[src/rtl/ccspmv_pkg.sv]
// Types, command codes and constants of the complex CSR SpMV accumulator.
// Used by the channel interfaces, every module and the checker.
`default_nettype none

package ccspmv_pkg;

   typedef logic [1:0]          cmd_type;
   typedef logic [9:0]          index_type;
   typedef logic signed [31:0]  word_type;
   typedef logic signed [47:0]  acc_type;
   typedef logic [0:0]          csr_index_type;

   localparam cmd_type CMD_LOAD    = 2'd0;
   localparam cmd_type CMD_NONZERO = 2'd1;
   localparam cmd_type CMD_END_ROW = 2'd2;

   localparam csr_index_type CSR_SCALE_RE = 1'b0;
   localparam csr_index_type CSR_SCALE_IM = 1'b1;

   localparam word_type SCALE_RE_RESET = 32'sh0001_0000;
   localparam word_type SCALE_IM_RESET = 32'sh0000_0000;

   localparam word_type WORD_MAX = 32'sh7FFF_FFFF;
   localparam word_type WORD_MIN = 32'sh8000_0000;

   // Result queue depth, a power of two above the end-row latency.
   localparam int RSP_DEPTH = 16;

   // Item leaving the vector store stage.
   typedef struct packed {
      logic     nonzero;
      logic     end_row;
      logic     zero_x;
      word_type value_re;
      word_type value_im;
   } op_type;

   // End-of-row item with its accumulator snapshot.
   typedef struct packed {
      logic     valid;
      acc_type  acc_re;
      acc_type  acc_im;
      word_type old_re;
      word_type old_im;
   } row_type;

   typedef struct packed {
      word_type result_re;
      word_type result_im;
      logic     saturated;
   } result_type;

endpackage

`default_nettype wire

[src/rtl/ccspmv_fifo.sv]
// Result queue with a reservation count: an end-row item claims a slot
// when accepted, so the pipeline never stalls. Depends on ccspmv_pkg.
`default_nettype none

module ccspmv_fifo (
   input  logic                   clock,
   input  logic                   reset,
   input  logic                   claim,
   input  logic                   push,
   input  ccspmv_pkg::result_type push_data,
   input  logic                   pop,
   output logic                   space,
   output logic                   valid,
   output ccspmv_pkg::result_type head
);
   import ccspmv_pkg::*;

   localparam int PTR_W = $clog2(RSP_DEPTH);

   result_type       mem [RSP_DEPTH];
   logic [PTR_W-1:0] wr_ptr_ff;
   logic [PTR_W-1:0] rd_ptr_ff;
   logic [PTR_W:0]   count_ff;
   logic [PTR_W:0]   count_in;
   logic [PTR_W:0]   reserve_ff;
   logic [PTR_W:0]   reserve_in;
   logic             pop_fire;

   assign pop_fire   = pop && valid;
   assign count_in   = count_ff + (PTR_W+1)'(push) - (PTR_W+1)'(pop_fire);
   assign reserve_in = reserve_ff + (PTR_W+1)'(claim) - (PTR_W+1)'(pop_fire);

   assign space = reserve_ff < (PTR_W+1)'(RSP_DEPTH);
   assign valid = count_ff != '0;
   assign head  = mem[rd_ptr_ff];

   always_ff @(posedge clock) begin
      if (push) begin
         mem[wr_ptr_ff] <= push_data;
      end
   end

   always_ff @(posedge clock) begin
      if (reset) begin
         wr_ptr_ff  <= '0;
         rd_ptr_ff  <= '0;
         count_ff   <= '0;
         reserve_ff <= '0;
      end else begin
         if (push) begin
            wr_ptr_ff <= wr_ptr_ff + PTR_W'(1);
         end
         if (pop_fire) begin
            rd_ptr_ff <= rd_ptr_ff + PTR_W'(1);
         end
         count_ff   <= count_in;
         reserve_ff <= reserve_in;
      end
   end

endmodule

`default_nettype wire

[config.mk]
export PLATFORM = sky130hd
export DESIGN_NAME = ccspmv_fifo
export DESIGN_NICKNAME = d
export VERILOG_FILES = /design/src/rtl/ccspmv_pkg.sv /design/src/rtl/ccspmv_fifo.sv
export SDC_FILE = /design/constraint.sdc
export NUM_CORES = 1
export LEC_CHECK = 0
export BUFFER_PORTS_ARGS = -buffer_cell sky130_fd_sc_hd__buf_2
export CAP_MARGIN = 0
export CORE_ASPECT_RATIO = 0.9
export CORE_MARGIN = 1.5
export CORE_UTILIZATION = 69
export CTS_BUF_LIST = sky130_fd_sc_hd__clkbuf_8
export DETAILED_ROUTE_END_ITERATION = 7
export GPL_TIMING_DRIVEN = 0
export PLACE_DENSITY = 0.95
export SLEW_MARGIN = 0
export SYNTH_ARGS = -nofsm -noshare
export SYNTH_HDL_FRONTEND = slang
export SYNTH_SLANG_ARGS = --single-unit
[constraint.sdc]
create_clock -name clock -period 6.95 [get_ports clock]
set_clock_uncertainty 0.05 [all_clocks]
set_input_delay 0.3475 -clock clock [delete_from_list [all_inputs] [get_ports clock]]
set_output_delay 0.3475 -clock clock [all_outputs]
set_load 0.005 [all_outputs]
==> flow_summary.yaml, run 1 <==
outcome:
  outcome: "complete, no violations"
logic_synthesis:
  dominantRegCellSynth: "sky130_fd_sc_hd__edfxtp_1"
  synthDominantCellAreaShare: 0.7798
  postSynth.asyncResetShare: 0
  leading_post_synthesis_cells_by_instance_count: "sky130_fd_sc_hd__edfxtp_1 (1040), sky130_fd_sc_hd__mux4_2 (260), sky130_fd_sc_hd__a22oi_1 (130), sky130_fd_sc_hd__nand2_1 (69), sky130_fd_sc_hd__clkbuf_1 (39)"
  synth_top_area_cell: "sky130_fd_sc_hd__edfxtp_1"
  synth_top_cells_by_area: "sky130_fd_sc_hd__edfxtp_1 (78%), sky130_fd_sc_hd__mux4_2 (15%), sky130_fd_sc_hd__a22oi_1 (2.4%), sky130_fd_sc_hd__dfxtp_1 (1.1%), sky130_fd_sc_hd__nand2_1 (0.65%)"
  synth_sequential_area_ratio: 0.7908
  yosys_warnings: 0
  syn-instance-count: 1723
  synth-edff-count: 1040
  synth.avg_cell_area_um2: 23.24
  synth_register_bits: 1062
  mappedNetlistArea_um2: 40050
  synth.net_count: 1811
  synth.lib_cells_used.distinct: 32
  synthMostInstantiatedCell: "sky130_fd_sc_hd__edfxtp_1"
finish:
  final_layout_size_suffix_gt1_frac: 0.2977
  fill_cells: 2355
  flow.area_growth_from_synthesis_pct: 13.72
  layout.nets: 2188
setup_path:
  reg2regPathDepth: 15
  crit_path_cell_trace: "buf_2, clkbuf_1, buf_2, mux4_2, a22oi_1, nand2_1, buf_2"
  worst_path_max_delay_cell: "sky130_fd_sc_hd__clkbuf_1"
  cp.required_ns: 6.55
  worstSetupEndpoint: "head[8]"
  cpPeakStageDelay_ns: 0.72
  cp_bufs_invs: 4
  reg2reg_slack_ns: 3.90
  kind_of_launch_point_of_the_worst_setup_path: "flop"
  path_max_fanout: 10
  timing_worst_setup_path_type: "flop to output port"
  start_of_the_worst_register_to_register_path: "count_ff[3]$_SDFF_PP0_"
  critical_path.top_delay_family: "buffers and inverters"
  regToRegEndpoint: "count_ff[4]$_SDFF_PP0_"
  cp-end-kind: "output port"
  cp_common_cell: "sky130_fd_sc_hd__buf_2"
  worst_path_arrival_time_ns: 3.91
  worst-path-stages: 7
grt:
  groute.usage.overall: 0.3870
  grt_overflow_total: 0
  grt_pass1_wl_um: 158600
  number_of_antenna_violations_at_the_first_check_in_global_routing: 5
  first_global_vias: 22740
  grt_start_max_net_pins: 46
cts:
  clk_lat_worst_skew_ns: 0.82
  cts_root_buffer: "sky130_fd_sc_hd__clkbuf_8"
  postCtsHoldBufs: 70
  cts_resized: 0
  tritoncts_clock_tree: "done"
  cts_post_setup_buffers_inserted: 0
  clock_path_buffers: 3
  cts_sinks: 1062
  cts.htree.levels: 4
  numCtsBuffers: 154
  clock_slew_seen_by_the_registers_of_the_worst_setup_and_hold_paths_ns: 0.06
timing:
  number_of_pins_with_negative_max_slew_slack_in_the_final_report: 0
  final-setup-viol-count: 0
  worst_slew_pin_slew_ns: 1.108
  setup-tns-final_ns: 0
  post-route-min-period_ns: 4.305
  maximum_achievable_frequency_ghz: 0.2323
  final.period_utilization: 0.6194
  post_layout_worst_setup_margin_ns: 2.645
  hold_violations: 0
  unrepaired_setup_endpoints_after_global_routing: "false"
  headroom_to_the_max_slew_limit: 0.2613
drt:
  post_drt_wl_per_cell_um: 37.41
  antenna_violating_nets_post_route: 0
  initialDrtViolationCount: 4220
  detail_route.drc_violations: 0
  routed-via-count: 22130
  detail_route.vias_per_cell: 7.423
  dr_pass1_iterations: 6
  route.final.wire_length_um: 111500
pwr:
  worst_ir_drop_vdd_mv: 0.2777
  power.density_cell_area_nw_per_um2: 322.9
  p_leak_nw: 14.70
  p_total_mw: 14.71
hold_path:
  worst_hold_path_type: "input port to flop"
place:
  dp_hpwl_um: 59810
  gp_congestion: 0.7762
  post-place-ws_ns: 3.693
  port_buffers: 135
die:
  ioPinCount: 137
  die_area_um2: 59500
  start_util: 0.6999
  rows: 83
  die-width_um: 257.0
  die-height_um: 231.6
  core-area_um2: 57220
flow_run:
  drv_cap: 0
## cell usage in the layout, fill, tap and decap left out, types with 14 or more instances in the layout
master,n
sky130_fd_sc_hd__mux4_2,260
sky130_fd_sc_hd__dlygate4sd3_1,70
sky130_fd_sc_hd__clkinv_2,14
sky130_fd_sc_hd__clkbuf_1,39
sky130_fd_sc_hd__a22oi_1,130
sky130_fd_sc_hd__inv_1,68
sky130_fd_sc_hd__buf_2,157
sky130_fd_sc_hd__and2_4,16
sky130_fd_sc_hd__edfxtp_1,1040
sky130_fd_sc_hd__clkbuf_8,163
sky130_fd_sc_hd__nor2_1,14
sky130_fd_sc_hd__nand2_1,69
sky130_fd_sc_hd__clkinv_1,35
sky130_fd_sc_hd__buf_6,14
sky130_fd_sc_hd__dfxtp_1,22
sky130_fd_sc_hd__ha_1,16
## registers in the layout (all words and copies together), names as in the netlist, named ones only
signal and cells:
rd_ptr_ff 4, count_ff 5, mem 1040, wr_ptr_ff 4, reserve_ff 5
## layout make-up
type,instances,area [um2],share of cell area
inverter,20,75.07,0.001648
sequential,1062,31670,0.6954
multi-input combinational,551,7825,0.1718
clock inverter,107,454.2,0.009973
buffer,90,519.2,0.01140
tap,765,957.2,0.02102
timing repair buffer,221,1794,0.03940
antenna,2,5.005,0.0001099
clock buffer,163,2243,0.04926
## report_power, final
group,leakage [nW],switching [mW],total (mW),internal [mW]
Sequential,9.58,0.0549,7.20,7.14
Combinational,3.58,1.55,2.89,1.34
Clock,1.55,2.45,4.61,2.16
Total,14.7,4.06,14.7,10.6
## routing by layer
layer  global-route usage  share of wire  routed length, um
met5                    0        0.00021                 23
met4               0.2123          0.057               6309
met3               0.1052           0.14              16130
met2               0.6099           0.49              54190
met1               0.5016           0.31              34870
## how the worst min path moves through the flow
stage                         startpoint                        end  slack, ns  depth (start not counted)
4_1_cts                            claim   reserve_ff[0]$_SDFF_PP0_       0.31                          4
3_3_place_gp   rd_ptr_ff[1]$_SDFFE_PP0N_  rd_ptr_ff[1]$_SDFFE_PP0N_       0.44                          2
3_5_place_dp   rd_ptr_ff[1]$_SDFFE_PP0N_  rd_ptr_ff[1]$_SDFFE_PP0N_       0.45                          2
2_1_floorplan               push_data[0]        mem[0][0]$_DFFE_PP_       0.40                          0
6_report                           claim   reserve_ff[0]$_SDFF_PP0_       0.36                          4
5_1_grt                            claim   reserve_ff[0]$_SDFF_PP0_       0.39                          4
## cell families (layout without fill, tap and decap cells)
kind of cell | Yosys count | count (layout) | share of synthesized area
AO/OA/AOI/OAI | 139 | 139 | 0.02568
XOR/XNOR | 10 | 10 | 0.002187
adder cells (fa/ha/maj) | 18 | 18 | 0.005998
buffers and inverters | 110 | 601 | 0.01484
flip-flops | 1062 | 1062 | 0.7908
multiplexers | 261 | 261 | 0.1465
other | 0 | 2 | 0
AND/OR/NAND/NOR | 123 | 123 | 0.01406
## stage by stage
| step | hold slack (ns) | area [um2] | instances | util |
|---|---|---|---|---|
| 5_1_grt | 0.3854 | 45540 | 2981 | 0.7959 |
| 2_1_floorplan | 0.3964 | 40050 | 1723 | - |
| 4_1_cts | 0.3141 | 45540 | 2979 | 0.7958 |
| 3_5_place_dp | 0.4495 | 42140 | 2639 | 0.7364 |
| 3_3_place_gp | 0.4365 | 41680 | 2623 | 0.7284 |
| 6_report | 0.3569 | 45540 | 2981 | 0.7959 |
## tightest hold or removal path: stages
cell	delay, ns
sky130_fd_sc_hd__dlygate4sd3_1	0.53
sky130_fd_sc_hd__buf_2	0.10
sky130_fd_sc_hd__ha_1	0.11
sky130_fd_sc_hd__nor2b_1	0.10
No activity file was read; power rests on OpenSTA's default activity.
==> inputs of run 2 (changes only) <==
--- a/config.mk
+++ b/config.mk
@@ -9,11 +9,11 @@
 export CAP_MARGIN = 0
 export CORE_ASPECT_RATIO = 0.9
 export CORE_MARGIN = 1.5
-export CORE_UTILIZATION = 69
+export CORE_UTILIZATION = 64
 export CTS_BUF_LIST = sky130_fd_sc_hd__clkbuf_8
 export DETAILED_ROUTE_END_ITERATION = 7
 export GPL_TIMING_DRIVEN = 0
-export PLACE_DENSITY = 0.95
+export PLACE_DENSITY = 0.91
 export SLEW_MARGIN = 0
 export SYNTH_ARGS = -nofsm -noshare
 export SYNTH_HDL_FRONTEND = slang
==> constraint.sdc (replaced) <==
create_clock -name clock -period 4.5 [get_ports clock]
set_clock_uncertainty 0.05 [all_clocks]
set_input_delay 0.225 -clock clock [delete_from_list [all_inputs] [get_ports clock]]
set_output_delay 0.225 -clock clock [all_outputs]
set_load 0.005 [all_outputs]
==> run 2 against run 1 <==
Power up 56%. Combinational power rose by 53%. First-iteration DRC count down 28%. Setup slack got worse by 2.3 ns. Die area rose by 7.7%. Critical endpoint is now head[16]. Highest routed layer unchanged. Clock power rose by 61%. Non-clock buffer count is the same. Hold slack worse by 0.15 ns. Global-route usage shrank 5.2 points. Register-to-register slack worse by 2.4 ns. Sequential power increased by 54%.
==> flow_summary.yaml, run 2 (synthesized netlist as in run 1, its figures left out) <==
timing:
  number_of_pins_with_negative_max_slew_slack_in_the_final_report: 0
  headroom_to_the_max_slew_limit: 0.1922
  final.period_utilization: 0.9318
  unrepaired_setup_endpoints_after_global_routing: "false"
  hold_violations: 0
  post-route-min-period_ns: 4.193
  final-setup-viol-count: 0
  setup-tns-final_ns: 0
  maximum_achievable_frequency_ghz: 0.2385
  worst_hold_slack_ns: 0.2075
  worst_slew_pin_slew_ns: 1.212
finish:
  regArea_um2: 31670
  layout.nets: 2188
  top_regs: "mem x1040, count_ff x5, reserve_ff x5"
  top_library_cells_by_usage_in_the_layout_fill_and_taps_aside: "sky130_fd_sc_hd__edfxtp_1 (1040), sky130_fd_sc_hd__mux4_2 (260), sky130_fd_sc_hd__buf_2 (157)"
  area_of_the_multi_input_gates_um2: 7825
  final_layout_size_suffix_gt1_frac: 0.2998
  final_common_cell: "sky130_fd_sc_hd__edfxtp_1"
  postLayoutCoreUtil: 0.7445
  largest_register_ff_count: 1040
  top_register: "mem"
  fill_cells: 3053
  flow.area_growth_from_synthesis_pct: 14.41
place:
  gp_congestion: 0.7690
  port_buffers: 135
  dp_hpwl_um: 57870
cts:
  clock_slew_seen_by_the_registers_of_the_worst_setup_and_hold_paths_ns: 0.06
  clk_lat_worst_skew_ns: 0.84
  tritoncts_clock_tree: "done"
  cts.htree.levels: 4
  numCtsBuffers: 154
  cts_post_setup_buffers_inserted: 0
  cts_sinks: 1062
  cts_resized: 0
  cts_root_buffer: "sky130_fd_sc_hd__clkbuf_8"
  clock_path_buffers: 3
setup_path:
  cp_common_cell: "sky130_fd_sc_hd__buf_2"
  kind_of_launch_point_of_the_worst_setup_path: "flop"
  cpPeakStageDelay_ns: 0.86
  path_max_fanout: 10
  worst_path_arrival_time_ns: 3.92
  reg2reg_slack_ns: 1.47
  cp.required_ns: 4.22
  timing_worst_setup_path_type: "flop to output port"
  regToRegEndpoint: "reserve_ff[4]$_SDFF_PP0_"
  reg2regPathDepth: 15
  worst_path_max_delay_cell: "sky130_fd_sc_hd__buf_1"
  cp-end-kind: "output port"
  start_of_the_worst_register_to_register_path: "count_ff[3]$_SDFF_PP0_"
  crit_path_cell_trace: "buf_2, buf_2, buf_1, mux4_2, a22oi_1, nand2_1, buf_2"
die:
  die_area_um2: 64090
  rows: 86
  die-width_um: 266.7
  die-height_um: 240.3
  start_util: 0.6507
  ioPinCount: 137
  core-area_um2: 61550
pwr:
  power_frac_comb: 0.192
  cell_internal_pwr_mw: 16.79
  switching_power_of_the_nets_mw: 6.136
  p_leak_nw: 14.77
  switching_share: 0.2677
  power.sequential.fraction: 0.485
  worst_ir_drop_vdd_mv: 0.3490
  power.density_cell_area_nw_per_um2: 500.3
  power_frac_clock: 0.323
outcome:
  outcome: "complete, no violations"
drt:
  routed-via-count: 21170
  dr_pass1_iterations: 6
  detail_route.drc_violations: 0
  detail_route.vias_per_cell: 6.929
  initialDrtViolationCount: 3023
  antenna_violating_nets_post_route: 0
  post_drt_wl_per_cell_um: 33.96
  route.final.wire_length_um: 103700
grt:
  number_of_antenna_violations_at_the_first_check_in_global_routing: 6
  first_global_vias: 21810
  grt_pass1_wl_um: 148300
  groute.usage.overall: 0.3352
  grt_overflow_total: 0
  grt_start_max_net_pins: 46
flow_run:
  drv_cap: 0
hold_path:
  timing.hold.worst.start: "claim"
  min_path_cells: 4
  min_delay_worst_endpoint: "reserve_ff[0]$_SDFF_PP0_"
  worst_hold_path_type: "input port to flop"
## run 2: cell types whose count changed in the layout (fill, tap and decap cells not counted), sizes merged
cell | previous run | this run
bufinv | 0 | 8
clkinvlp | 8 | 9
diode | 2 | 4
clkbuf | 202 | 194
## run 2: worst max-delay path by stage
stage | slack, ns | cells past startpoint | start | to
2_1_floorplan | 1.69 | 3 | push | mem[0][0]$_DFFE_PP_
3_3_place_gp | 0.07 | 4 | push | mem[2][44]$_DFFE_PP_
3_5_place_dp | 1.35 | 7 | flop | head[16]
4_1_cts | 0.36 | 7 | flop | head[16]
5_1_grt | 0.29 | 7 | flop | head[19]
6_report | 0.31 | 7 | flop | head[16]
## run 2: layout make-up
class	count	area share
buffer	90	0.01133
timing repair buffer	221	0.03932
sequential	1062	0.6912
clock buffer	155	0.04656
multi-input combinational	551	0.1708
clock inverter	116	0.01614
tap	836	0.02283
inverter	20	0.001638
antenna	4	0.0002185
## run 2: routing by layer
layer  GRT usage  vias to the layer above  wire (um)  share of wire
li1            -                     8106          -              -
met3     0.08050                      337      12620           0.12
met2      0.5454                     1972      52150           0.50
met5           0                        -         34        0.00033
met1      0.4316                    10750      33910           0.33
met4      0.1644                        6       5038          0.049
## run 2: power by group through the flow
stage	clock (mW)	sequential, mW	combinational (mW)
2_1_floorplan	0	11.3	2.86
3_3_place_gp	0	11.3	3.95
3_5_place_dp	0	11.3	4.22
4_1_cts	7.38	11.1	4.38
5_1_grt	7.80	11.1	4.63
6_report	7.41	11.1	4.41
## run 2: metrics by stage
step	setup slack (ns)	total power, mW	std cells	instance area, um2
finish	0.3071	22.92	3055	45820
global route	0.2857	23.55	3054	45820
CTS	0.3584	22.87	3051	45810
detailed placement	1.346	15.53	2710	42240
global placement	0.06518	15.25	2694	41770
floorplan	1.689	14.16	1723	40050
## run 2: critical path: cells and delay by family, from the launching register on
family	cells	cell delay, ns
buffers and inverters	4	1.85
multiplexers	1	0.43
flip-flops	1	0.32
AND/OR/NAND/NOR	1	0.22
AO/OA/AOI/OAI	1	0.24
## run 2: what timing repair did
action                                 in CTS  in global routing
setup endpoints to repair                   0                  0
hold buffers                               70                  0
endpoints found under the hold margin    1062                  0
